File: src/sv/i2crm_pkg.sv
// Shared types, codes and constants for the I2C register master.
package i2crm_pkg;

	localparam int unsigned COUNT_BITS = 8;
	localparam int unsigned DELAY_BITS = 16;
	localparam int unsigned POLL_BITS  = 8;

	localparam logic [DELAY_BITS-1:0] HALF_RESET    = DELAY_BITS'(5);
	localparam logic [POLL_BITS-1:0]  POLL_RESET    = POLL_BITS'(100);
	localparam logic [3:0]            BITS_PER_BYTE = 4'd8;

	// input beat kinds
	typedef enum logic [1:0] {
		KIND_TICK  = 2'd0,
		KIND_BEGIN = 2'd1,
		KIND_WDATA = 2'd2
	} kind_t;

	// transaction types
	typedef enum logic [1:0] {
		OP_SCAN  = 2'd0,
		OP_READ  = 2'd1,
		OP_WRITE = 2'd2
	} op_t;

	// configuration register indexes
	typedef enum logic {
		REG_HALF_PERIOD = 1'b0,
		REG_POLL_LIMIT  = 1'b1
	} cfg_reg_t;

	// bus sequencer phases
	typedef enum logic [4:0] {
		P_IDLE, P_START_SDA, P_START_SCL, P_OUT_SDA, P_OUT_SCLH, P_OUT_SCLL,
		P_RB_SDA, P_RB_SCLH, P_RB_POLL, P_RB_SAMPLE, P_RB_ONE, P_IN_ACKSDA,
		P_IN_SCLH, P_IN_SCLL, P_IN_SDAL, P_WAIT_DATA, P_STOP_PRE, P_STOP_SDA,
		P_STOP_SCL, P_STOP_END
	} phase_t;

	// which byte of the transaction is on the bus
	typedef enum logic [2:0] {
		ST_ADDR_W, ST_REG, ST_ADDR_R, ST_DATA_W, ST_DATA_R, ST_MID
	} stage_t;

	typedef struct packed {
		logic [1:0] kind;
		logic [1:0] operation;
		logic [6:0] device_address;
		logic [7:0] register_address;
		logic [COUNT_BITS-1:0] byte_count;
		logic [7:0] write_byte;
		logic       scl_in;
		logic       sda_in;
	} in_item_t;

	typedef struct packed {
		logic       scl_pull_low;
		logic       sda_pull_low;
		logic [7:0] read_byte;
		logic       read_byte_valid;
		logic       write_byte_request;
		logic       done_res;
		logic       acknowledged;
		logic [COUNT_BITS-1:0] transferred_count;
		logic       busy_res;
	} out_item_t;

	typedef struct packed {
		logic [DELAY_BITS-1:0] half_period_ticks;
		logic [POLL_BITS-1:0]  stretch_poll_limit;
	} cfg_t;

endpackage

File: src/sv/i2c_register_master_core.sv
// I2C register master top level: input register, config registers, sequencer, result register.
// Path: an accepted beat is registered in the input register, stepped through the sequencer, and
// its result (ticks only) is loaded into the output register, from which it is offered.
// Throughput: one input beat per clock; the input stalls only while a tick's result cannot
// enter the output register because the held result is stalled.
// Reset (arst_n low): bus drives released, sequencer idle, pipeline empty, half period 5,
// stretch poll limit 100.
module i2c_register_master_core import i2crm_pkg::*; (
	input  logic      clk,
	input  logic      arst_n,
	input  logic      in_valid,
	output logic      in_stall,
	input  in_item_t  in_data,
	output logic      out_valid,
	input  logic      out_stall,
	output out_item_t out_data,
	input  logic      cfg_valid,
	output logic      cfg_ready,
	input  logic      cfg_index,
	input  logic [DELAY_BITS-1:0] cfg_data
);

	logic      valid_s1;
	in_item_t  item_s1;
	cfg_t      cfg_q;
	out_item_t step_res;
	logic      has_res, can_load, advance;

	assign cfg_ready = 1'b1;

	// configuration registers
	always_ff @(posedge clk or negedge arst_n) begin
		if (!arst_n) begin
			cfg_q.half_period_ticks  <= HALF_RESET;
			cfg_q.stretch_poll_limit <= POLL_RESET;
		end else if (cfg_valid && cfg_ready) begin
			case (cfg_index)
				REG_HALF_PERIOD: cfg_q.half_period_ticks  <= cfg_data;
				REG_POLL_LIMIT:  cfg_q.stretch_poll_limit <= cfg_data[POLL_BITS-1:0];
				default: begin
				end
			endcase
		end
	end

	// only ticks produce a result beat
	assign has_res  = (item_s1.kind == KIND_TICK);
	assign advance  = valid_s1 && (!has_res || can_load);
	assign in_stall = valid_s1 && !advance;

	// input register
	always_ff @(posedge clk or negedge arst_n) begin
		if (!arst_n) begin
			valid_s1 <= 1'b0;
		end else if (!in_stall) begin
			valid_s1 <= in_valid;
		end
	end

	always_ff @(posedge clk) begin
		if (in_valid && !in_stall) begin
			item_s1 <= in_data;
		end
	end

	i2crm_seq u_seq (
		.clk    (clk),
		.arst_n (arst_n),
		.step_en(advance),
		.item   (item_s1),
		.cfg    (cfg_q),
		.result (step_res)
	);

	i2crm_out_reg u_out (
		.clk      (clk),
		.arst_n   (arst_n),
		.load     (advance && has_res),
		.load_data(step_res),
		.can_load (can_load),
		.out_valid(out_valid),
		.out_stall(out_stall),
		.out_data (out_data)
	);

endmodule

File: src/sv/i2crm_seq.sv
// Bus sequencer: holds the transaction state and steps it by one input beat.
module i2crm_seq import i2crm_pkg::*; (
	input  logic      clk,
	input  logic      arst_n,
	input  logic      step_en,
	input  in_item_t  item,
	input  cfg_t      cfg,
	output out_item_t result
);

	phase_t phase_q, phase_n;
	stage_t stage_q, stage_n;
	logic [3:0] bit_q, bit_n;
	logic [7:0] shift_q, shift_n;
	logic [DELAY_BITS-1:0] delay_q, delay_n;
	logic [POLL_BITS-1:0] stretch_q, stretch_n;
	logic [COUNT_BITS-1:0] left_q, left_n, cnt_q, cnt_n;
	logic [6:0] addr_q, addr_n;
	logic [7:0] reg_q, reg_n;
	logic [1:0] op_q, op_n;
	logic scl_q, scl_n, sda_q, sda_n, ack_q, ack_n;
	logic rd_valid, done;
	logic bit_v, ack_bit;

	// state registers
	always_ff @(posedge clk or negedge arst_n) begin
		if (!arst_n) begin
			phase_q   <= P_IDLE;
			stage_q   <= ST_ADDR_W;
			bit_q     <= '0;
			shift_q   <= '0;
			delay_q   <= '0;
			stretch_q <= '0;
			left_q    <= '0;
			cnt_q     <= '0;
			addr_q    <= '0;
			reg_q     <= '0;
			op_q      <= '0;
			scl_q     <= 1'b0;
			sda_q     <= 1'b0;
			ack_q     <= 1'b0;
		end else if (step_en) begin
			phase_q   <= phase_n;
			stage_q   <= stage_n;
			bit_q     <= bit_n;
			shift_q   <= shift_n;
			delay_q   <= delay_n;
			stretch_q <= stretch_n;
			left_q    <= left_n;
			cnt_q     <= cnt_n;
			addr_q    <= addr_n;
			reg_q     <= reg_n;
			op_q      <= op_n;
			scl_q     <= scl_n;
			sda_q     <= sda_n;
			ack_q     <= ack_n;
		end
	end

	// sampled bit for a slave-driven slot; a stretch time-out reads as one
	assign bit_v   = (phase_q == P_RB_SAMPLE) ? item.sda_in : 1'b1;
	assign ack_bit = ~bit_v;

	// next state for one beat
	always_comb begin
		phase_n   = phase_q;
		stage_n   = stage_q;
		bit_n     = bit_q;
		shift_n   = shift_q;
		delay_n   = delay_q;
		stretch_n = stretch_q;
		left_n    = left_q;
		cnt_n     = cnt_q;
		addr_n    = addr_q;
		reg_n     = reg_q;
		op_n      = op_q;
		scl_n     = scl_q;
		sda_n     = sda_q;
		ack_n     = ack_q;
		rd_valid  = 1'b0;
		done      = 1'b0;
		case (item.kind)
			KIND_BEGIN: begin
				if (phase_q == P_IDLE && item.operation != 2'd3) begin
					addr_n  = item.device_address;
					reg_n   = item.register_address;
					left_n  = item.byte_count;
					op_n    = item.operation;
					cnt_n   = '0;
					ack_n   = 1'b0;
					delay_n = '0;
					shift_n = {item.device_address, 1'b0};
					bit_n   = '0;
					stage_n = ST_ADDR_W;
					phase_n = P_START_SDA;
				end
			end
			KIND_WDATA: begin
				if (phase_q == P_WAIT_DATA) begin
					shift_n = item.write_byte;
					bit_n   = '0;
					stage_n = ST_DATA_W;
					phase_n = P_OUT_SDA;
				end
			end
			KIND_TICK: begin
				if (delay_q != '0) begin
					delay_n = delay_q - 1'b1;
				end else begin
					case (phase_q)
						P_START_SDA: begin
							sda_n = 1'b1; delay_n = cfg.half_period_ticks; phase_n = P_START_SCL;
						end
						P_START_SCL: begin
							scl_n = 1'b1; bit_n = '0; phase_n = P_OUT_SDA;
						end
						P_OUT_SDA: begin
							sda_n = ~shift_q[7]; phase_n = P_OUT_SCLH;
						end
						P_OUT_SCLH: begin
							scl_n = 1'b0; delay_n = cfg.half_period_ticks; phase_n = P_OUT_SCLL;
						end
						P_OUT_SCLL: begin
							scl_n   = 1'b1;
							shift_n = {shift_q[6:0], 1'b0};
							bit_n   = bit_q + 1'b1;
							delay_n = cfg.half_period_ticks;
							phase_n = (bit_n >= BITS_PER_BYTE) ? P_RB_SDA : P_OUT_SDA;
						end
						P_RB_SDA: begin
							sda_n = 1'b0; delay_n = cfg.half_period_ticks; phase_n = P_RB_SCLH;
						end
						P_RB_SCLH: begin
							scl_n = 1'b0; stretch_n = '0; phase_n = P_RB_POLL;
						end
						P_RB_POLL: begin
							if (item.scl_in) begin
								delay_n = cfg.half_period_ticks; phase_n = P_RB_SAMPLE;
							end else begin
								stretch_n = stretch_q + 1'b1;
								if (stretch_n >= cfg.stretch_poll_limit) begin
									delay_n = cfg.half_period_ticks; phase_n = P_RB_ONE;
								end
							end
						end
						P_RB_SAMPLE, P_RB_ONE: begin
							scl_n = 1'b1;
							case (stage_q)
								ST_DATA_R: begin
									shift_n = {shift_q[6:0], bit_v};
									bit_n   = bit_q + 1'b1;
									phase_n = (bit_n >= BITS_PER_BYTE) ? P_IN_ACKSDA : P_RB_SDA;
								end
								ST_ADDR_W: begin
									ack_n = ack_bit;
									if (op_q == OP_READ) begin
										if (ack_bit) begin
											shift_n = reg_q; bit_n = '0; stage_n = ST_REG;
										end
										delay_n = cfg.half_period_ticks;
										phase_n = ack_bit ? P_OUT_SDA : P_STOP_SDA;
									end else if (op_q == OP_WRITE && ack_bit) begin
										shift_n = reg_q; bit_n = '0; stage_n = ST_REG;
										phase_n = P_OUT_SDA;
									end else begin
										phase_n = P_STOP_SDA;
									end
								end
								ST_REG: begin
									ack_n = ack_q & ack_bit;
									if (op_q == OP_READ) begin
										if (ack_bit) stage_n = ST_MID;
										delay_n = cfg.half_period_ticks;
										phase_n = P_STOP_SDA;
									end else begin
										phase_n = (ack_bit && left_q != '0) ? P_WAIT_DATA
										                                     : P_STOP_SDA;
									end
								end
								ST_ADDR_R: begin
									ack_n   = ack_q & ack_bit;
									delay_n = cfg.half_period_ticks;
									if (ack_bit && left_q != '0) begin
										shift_n = '0; bit_n = '0; stage_n = ST_DATA_R;
										phase_n = P_RB_SDA;
									end else begin
										phase_n = ack_bit ? P_STOP_PRE : P_STOP_SDA;
									end
								end
								ST_DATA_W: begin
									cnt_n   = cnt_q + 1'b1;
									left_n  = left_q - 1'b1;
									phase_n = (ack_bit && left_n != '0) ? P_WAIT_DATA : P_STOP_SDA;
								end
								default: begin
									phase_n = P_STOP_SDA;
								end
							endcase
						end
						P_IN_ACKSDA: begin
							sda_n   = (left_q <= COUNT_BITS'(1)) ? 1'b0 : 1'b1;
							phase_n = P_IN_SCLH;
						end
						P_IN_SCLH: begin
							scl_n = 1'b0; delay_n = cfg.half_period_ticks; phase_n = P_IN_SCLL;
						end
						P_IN_SCLL: begin
							scl_n = 1'b1; delay_n = cfg.half_period_ticks; phase_n = P_IN_SDAL;
						end
						P_IN_SDAL: begin
							sda_n    = 1'b1;
							rd_valid = 1'b1;
							cnt_n    = cnt_q + 1'b1;
							left_n   = left_q - 1'b1;
							if (left_n != '0) begin
								bit_n = '0; phase_n = P_RB_SDA;
							end else begin
								delay_n = cfg.half_period_ticks; phase_n = P_STOP_SDA;
							end
						end
						P_STOP_PRE: begin
							delay_n = cfg.half_period_ticks; phase_n = P_STOP_SDA;
						end
						P_STOP_SDA: begin
							sda_n = 1'b1; delay_n = cfg.half_period_ticks; phase_n = P_STOP_SCL;
						end
						P_STOP_SCL: begin
							scl_n = 1'b0; delay_n = cfg.half_period_ticks; phase_n = P_STOP_END;
						end
						P_STOP_END: begin
							sda_n = 1'b0;
							if (stage_q == ST_MID) begin
								// repeated start with the read address
								shift_n = {addr_q, 1'b1};
								bit_n   = '0;
								stage_n = ST_ADDR_R;
								delay_n = cfg.half_period_ticks;
								phase_n = P_START_SDA;
							end else begin
								done    = 1'b1;
								phase_n = P_IDLE;
							end
						end
						default: begin
						end
					endcase
				end
			end
			default: begin
			end
		endcase
	end

	// result fields from the updated state
	always_comb begin
		result.scl_pull_low       = scl_n;
		result.sda_pull_low       = sda_n;
		result.read_byte          = rd_valid ? shift_n : 8'd0;
		result.read_byte_valid    = rd_valid;
		result.write_byte_request = (phase_n == P_WAIT_DATA);
		result.done_res           = done;
		result.acknowledged       = done & ack_n;
		result.transferred_count  = done ? cnt_n : '0;
		result.busy_res           = (phase_n != P_IDLE);
	end

endmodule

File: src/sv/i2crm_out_reg.sv
// Result register with valid/stall handshake toward the consumer.
module i2crm_out_reg import i2crm_pkg::*; (
	input  logic      clk,
	input  logic      arst_n,
	input  logic      load,
	input  out_item_t load_data,
	output logic      can_load,
	output logic      out_valid,
	input  logic      out_stall,
	output out_item_t out_data
);

	logic      valid_q;
	out_item_t data_q;

	// free when empty or when the held beat leaves this edge
	assign can_load  = !valid_q || !out_stall;
	assign out_valid = valid_q;
	assign out_data  = data_q;

	always_ff @(posedge clk or negedge arst_n) begin
		if (!arst_n) begin
			valid_q <= 1'b0;
		end else if (load) begin
			valid_q <= 1'b1;
		end else if (!out_stall) begin
			valid_q <= 1'b0;
		end
	end

	always_ff @(posedge clk) begin
		if (load) begin
			data_q <= load_data;
		end
	end

endmodule

File: config.mk
export PLATFORM = sky130hd
export DESIGN_NAME = i2c_register_master_core
export DESIGN_NICKNAME = d
export VERILOG_FILES = /design/src/sv/i2crm_pkg.sv /design/src/sv/i2c_register_master_core.sv /design/src/sv/i2crm_seq.sv /design/src/sv/i2crm_out_reg.sv
export SDC_FILE = /design/constraint.sdc
export NUM_CORES = 1
export LEC_CHECK = 0
export BUFFER_PORTS_ARGS = -buffer_cell sky130_fd_sc_hd__buf_4
export CAP_MARGIN = 20
export CORE_ASPECT_RATIO = 0.8
export CORE_UTILIZATION = 54
export CTS_CLUSTER_DIAMETER = 100
export DETAILED_ROUTE_END_ITERATION = 7
export PLACE_DENSITY_LB_ADDON = 0.05
export SLEW_MARGIN = 20
export SYNTH_ARGS = -nofsm -noshare
export SYNTH_HDL_FRONTEND = slang
export SYNTH_SLANG_ARGS = --single-unit
export TNS_END_PERCENT = 20
File: constraint.sdc
create_clock -name clk -period 3.1 [get_ports clk]
set_input_delay 0 -clock clk [delete_from_list [all_inputs] [get_ports clk]]
set_output_delay 0 -clock clk [all_outputs]
set_load 0.02 [all_outputs]
; Word-level counts from Yosys, hierarchy flattened
; Index checks and enable logic that the tools add are counted.
[op_classes]
add_sub_neg = 5
n_lt_le_gt_ge = 3
n_eq_ne = 54
n_mux = 100
n_bitwise = 6
reduce_logical = 41
[ops]
columns = operator, n
row1 = $mux W8, 15
row2 = $mux W16, 7
row3 = $pmux W5 S17, 1
row4 = $pmux W16 S5, 1
row5 = $pmux W8 S2, 5
row6 = $pmux W8 S3, 3
row7 = $mux W5, 13
row8 = $pmux W16 S2, 2
row9 = $eq A5 B4 Y1 const B, 9
row10 = $mux W4, 10
row11 = $mux W3, 11
row12 = $pmux W5 S5, 1
row13 = $pmux W4 S3, 2
row14 = $eq A5 B3 Y1 const B, 4
row15 = $eq A5 B5 Y1 const B, 4
row16 = $mux W1, 20
row17 = $ne A5 B3 Y1 const B, 4
row18 = $pmux W4 S5, 1
row19 = $pmux W3 S3, 2
row20 = $add A8 B1 Y8 const B, 2
row21 = $reduce_bool A16 Y1, 1
row22 = $reduce_bool A8 Y1, 2
row23 = $sub A16 B1 Y16 const B, 1
row24 = $pmux W5 S3, 1
row25 = other kinds (50), 87
[word_totals]
register_bits = 166
inputBits = 59
wordCells = 244

; Logic depth before layout (Yosys ltp)
[logic_depth]
word_depth = 11
mapped_depth = 13
depth_no_buf = 12

; Modules after synthesis
; From an unflattened synthesis, not the netlist that was laid out.
[unflattened]
hier_cells = 962
hier_area_um2 = 9608.0
[modules_own_cells]
columns = module, instances, cells_per_inst, area_each_um2
row1 = i2crm_seq, 1, 838, 6744.0
row2 = i2c_register_master_core, 1, 98, 2137.0
row3 = i2crm_out_reg, 1, 26, 726.9

; Worst setup path before layout
; No wires, ideal clock.
[synth_path]
path_kind = reg2reg
startpoint = register u_seq.left_q[1]
endpoint = register u_out.data_q, in the netlist u_out.out_data[0] (data pin)
arrival_ps = 2667
t_required_ps = 2830
setup_slack_ps = 163
path_stages_with_launch = 10
n_path_buf = 0
path_cell_list = dfrtp_1 -> inv_1 -> ha_1 -> or3b_2 -> o31a_1 -> a2111o_1 -> a211oi_4 -> a31oi_1 -> a211oi_2 -> nand4_1
[synth_rtl]
columns = element, line
row1 = start: declaration, i2crm_seq.sv:17  ; logic [COUNT_BITS-1:0] left_q, left_n, cnt_q, cnt_n;
row2 = start signal: assignment, i2crm_seq.sv:49  ; left_q <= left_n;
row3 = end signal: assignment, i2crm_out_reg.sv:33  ; data_q <= load_data;
row4 = end: declaration, i2crm_out_reg.sv:14  ; out_item_t data_q;

; Final worst setup path
[layout_path]
startpoint = register u_seq.delay_q[1]
endpoint = register u_seq.bit_q[1]
[layout_via]
elab_chain_len = 3
[layout_rtl]
columns = element, line
row1 = start: declaration, i2crm_seq.sv:15  ; logic [DELAY_BITS-1:0] delay_q, delay_n;
row2 = start signal: assignment, i2crm_seq.sv:47  ; delay_q <= delay_n;
row3 = $reduce_bool A16 Y1, i2crm_seq.sv:107  ; if (delay_q != '0) begin
row4 = $ne A2 B2 Y1 (no line), -
row5 = $reduce_and A12 Y1 (no line), -
row6 = end signal: assignment, i2crm_seq.sv:45  ; bit_q <= bit_n;
row7 = end: declaration, i2crm_seq.sv:13  ; logic [3:0] bit_q, bit_n;
; Every way passes these cells.
; A chain may end at the register's enable or synchronous reset.

==> impl_results.md <==
- Placer Congestion: 0.962
- Min cycle time layout: 3.04 ns
- Worst setup SP type: register
- Area delta synth->final: 28.2%
- Final Skew: 0.0150 ns
- Cell variety after synth: 82
- Ports: 85
- Switch Pwr: slightly above 3000 µW
- Number of CTS-inserted buffers: 17
- DR WL/cell: just over 20 µm
- Slowest CP cell: or4_4
- Hold Violations, Final: 0
- Multi-input combinational cell area: 4480 µm²
- Ys flop type: dfrtp_1
- Max VDD drop: 499 µV
- Max-cap violations: 0
- RSZ-0062 raised after global routing: yes
- Comb power frac: 0.361
- Achievable Freq: 329 MHz
- CP Launch Point: u_seq.delay_q[1]
- Status: complete, no violations
- Syn Inst Count: 918
- Count of buffers from port buffering: between 80 and 90
- Final slew viol count: 0
- Number of global-route vias before repair: 8089
- Global Route Usage Sum: 0.328
- Power Dens Cells: 695 nW/µm²
- Yosys reg bits: ~170
- EDFF count, synth: 60
- Die area: approximately 18000 µm²
- Worst-path clk slew: 0.07 ns
- Residual DRC: 0
- Drt pass-1 iters: 5
- Total grt overflow: 0
- Placed insts: between 1000 and 1500
- Leakage Power: 0.00482 µW
- Clock Power Share: 0.264
- Arr. time, crit path: between 3 and 4 ns
- Crit path max fanout: 4
- Yosys warns: 0
- Worst-Skew Late Latency: 0.44 ns
- Largest cells by area after synthesis: dfrtp_1 28%, edfxtp_1 20%, mux2_2 5.9%
- Switching Share: 0.379
- Clock sinks: about 170
- Ys async rst share: 0.639
- Pin count of the biggest net entering global routing: 86
- CTS tree: built
- Die Ht: around 120 µm
- Wire length after detailed routing: 27800 µm
- Share of layout cells above drive strength 1: 0.266
- Starting density of the core: 0.553
- Period utilisation layout: 0.981
- Worst hold endpoint: cfg_q[11]
- CORE AREA: ~17000 µm²
- Cell Count, Final, Fillers Out: 1345
- Worst r2r path cells: 10
- Row cnt: 42
- Hold path startpoint: cfg_index
- Critical path required time: 3.42 ns
- H-tree level count: 4
- R2R setup slack: 0.06 ns
- Via-to-Cell Ratio: 6.20
- Cell Int Power: 5080 µW
- Crit path cell chain: inv_1 > ha_1 > or3b_2 > or4_4 > nor3_4 > o211ai_1 > a21oi_1 > buf_4 > and2_4 > mux2_2
- Hold Crit Depth: 4
- Final ANT Viol Nets: 0
- Final setup fails: 0
- Reg2reg start: u_seq.delay_q[1]
- Synthesized area per cell: about 10 µm²
- Part of the power in registers: 0.375
- Vias: 8339
- Worst hold path class: input pin to register
- Crit-path max cell delay: 0.55 ns
- Worst Tran Pin Value: between 0.9 and 1 ns
- Worst Setup End Kind: register
- Crit Reg-Reg Endpoint: u_seq.bit_q[1]
- First-pass GRT wire length: 43500 µm
- Die Wd: 148 µm
- Top cell type's share of synthesized area: 0.275
- Detailed placement HPWL: 19600 µm
- Reg area: approximately 4500 µm²
- Total power draw: 8190 µW
- Synthesized net count: 993
- Post-synthesis sequential area ratio: 0.486
- Critical path class: register to register
- Clock root buffer: clkbuf_16
- Synth Cell Area: slightly above 9000 µm²
- CTS max path bufs: 2
- Fillers: between 1000 and 1500
- Ant. Diodes: 0
- Relative slew slack: 0.377
- Final net count: 1187
- Initial antenna violation count: 0
- Iter 0 DRT Violations: 701
- Largest area contributor in the synthesized netlist: dfrtp_1
[synth_stat cells, drive strengths merged, types with 3 or more instances]
| master | instances |
|---|---|
| nor3b | 6 |
| nor3 | 27 |
| or2 | 4 |
| xnor2 | 8 |
| mux2i | 11 |
| nor4 | 14 |
| o211ai | 6 |
| a22oi | 14 |
| o221ai | 8 |
| nand2b | 12 |
| and2 | 9 |
| nand2 | 98 |
| ha | 16 |
| a31oi | 10 |
| o22ai | 4 |
| nor2 | 76 |
| clkbuf | 28 |
| o21a | 3 |
| o31a | 3 |
| a211oi | 7 |
| or3b | 4 |
| o31ai | 17 |
| mux2 | 48 |
| and3 | 8 |
| a21oi | 64 |
| o21ai | 84 |
| buf | 19 |
| a21o | 3 |
| or3 | 14 |
| dfrtp | 101 |
| nand3 | 19 |
| a221o | 7 |
| a31o | 3 |
| dfstp | 5 |
| inv | 31 |
| nor2b | 3 |
| or4 | 9 |
| a221oi | 7 |
| xor2 | 7 |
| edfxtp | 60 |
| nand4 | 10 |
[sequential cells by signal, summed over array words and instances, names as in the netlist, 2 cells and up]
register / flops
u_seq.left_q: 8
u_seq.op_q: 2
cfg_q: 24
u_out.out_data: 23
u_seq.delay_q: 16
u_seq.reg_q: 8
u_seq.addr_q: 7
item_s1: 37
u_seq.phase_q: 5
u_seq.stretch_q: 8
u_seq.stage_q: 3
u_seq.bit_q: 4
u_seq.cnt_q: 8
u_seq.shift_q: 8
[routing by layer]
layer  wire length (µm)  share of wire  up-vias  track usage
li1                   -              -     3820            -
met4                506          0.018        0        0.104
met1              12500           0.45     4050        0.470
met3               2370          0.085       47       0.0772
met2              12400           0.45      422        0.492
met5                  0              0        -            0
[layout make-up]
| type | instances | share of cell area |
|---|---|---|
| multi-input combinational | 674 | 0.381 |
| sequential | 166 | 0.379 |
| timing repair buffer | 222 | 0.157 |
| clock buffer | 17 | 0.0361 |
| tap | 220 | 0.0234 |
| clock inverter | 15 | 0.0140 |
| inverter | 31 | 0.00988 |
[cell families (layout without fill, tap and decap cells)]
| kind of cell | after synthesis | after routing | share of synthesized area |
|---|---|---|---|
| AO/OA/AOI/OAI | 266 | 266 | 0.194 |
| XOR/XNOR | 15 | 15 | 0.0143 |
| adder cells (fa/ha/maj) | 16 | 16 | 0.0218 |
| buffers and inverters | 78 | 285 | 0.0365 |
| flip-flops | 166 | 166 | 0.486 |
| multiplexers | 59 | 59 | 0.0709 |
| other | 1 | 1 | 0.000408 |
| AND/OR/NAND/NOR | 317 | 317 | 0.176 |
[per-stage QoR]
| step | instance area, µm² | TNS (ns) | setup slack (ns) | util | hold WS (ns) |
|---|---|---|---|---|---|
| finish | 11800 | 0 | 0.0582 | 0.709 | 0.144 |
| global route | 11800 | -0.183 | -0.0578 | 0.709 | 0.156 |
| CTS | 11700 | 0 | 0.0262 | 0.702 | 0.132 |
| detailed placement | 10500 | -0.0180 | -0.00640 | 0.632 | 0.179 |
| global placement | 10500 | 0 | 0.0270 | 0.631 | 0.178 |
| floorplan | 9180 | 0 | 0.163 | - | -0.296 |
[worst max path at each step]
stage / cells after the start / to / slack, ns
after floorplan: 9 / u_out.out_data[0] / 0.16
after global placement: 10 / u_out.out_data[19] / 0.03
after detailed placement: 12 / u_seq.delay_q[6] / -0.006
after CTS: 10 / u_seq.bit_q[1] / 0.03
after global routing: 9 / u_out.out_data[4] / -0.06
final: 10 / u_seq.bit_q[1] / 0.06
[power groups by stage]
stage          sequential [µW]  combinational [µW]  clock, µW
4_1_cts                   3040                2840       2170
6_report                  3070                2960       2160
3_5_place_dp              3080                2770          0
3_3_place_gp              3050                2700          0
2_1_floorplan             2920                1880          0
5_1_grt                   3110                3210       2260
[critical path: cells and delay by family (launching register included)]
family	cells	cell delay, ns
muxes	1	0.34
DFF	1	0.40
and+or+nand+nor	4	1.46
AOI/OAI and AO/OA	2	0.33
buffers and inverters	2	0.23
adders and majority gates	1	0.15
[layout by cell type, fill, tap and decap left out, types with 10 or more instances in the layout]
cell type      count
a21oi_1           61
a22oi_1           13
a31oi_1           10
buf_4            160
clkbuf_16         17
dfrtp_1          100
dlygate4sd3_1     57
edfxtp_1          60
ha_1              16
inv_1             31
mux2_2            48
mux2i_1           11
nand2_1           98
nand2b_1          11
nand3_1           18
nor2_1            76
nor3_1            22
nor4_1            10
o21ai_0           76
o31ai_1           16
or3_1             14
[what timing repair did]
| item | in CTS | in global routing |
|---|---|---|
| hold endpoints to repair | 141 | 0 |
| setup endpoints to repair | 15 | 34 |
| pin swaps | 2 | 8 |
| hold buffers | 57 | 0 |
| buffers inserted | 0 | 2 |
| resized for setup | 2 | 20 |
Note: power is estimated with default switching activity, not from simulation.
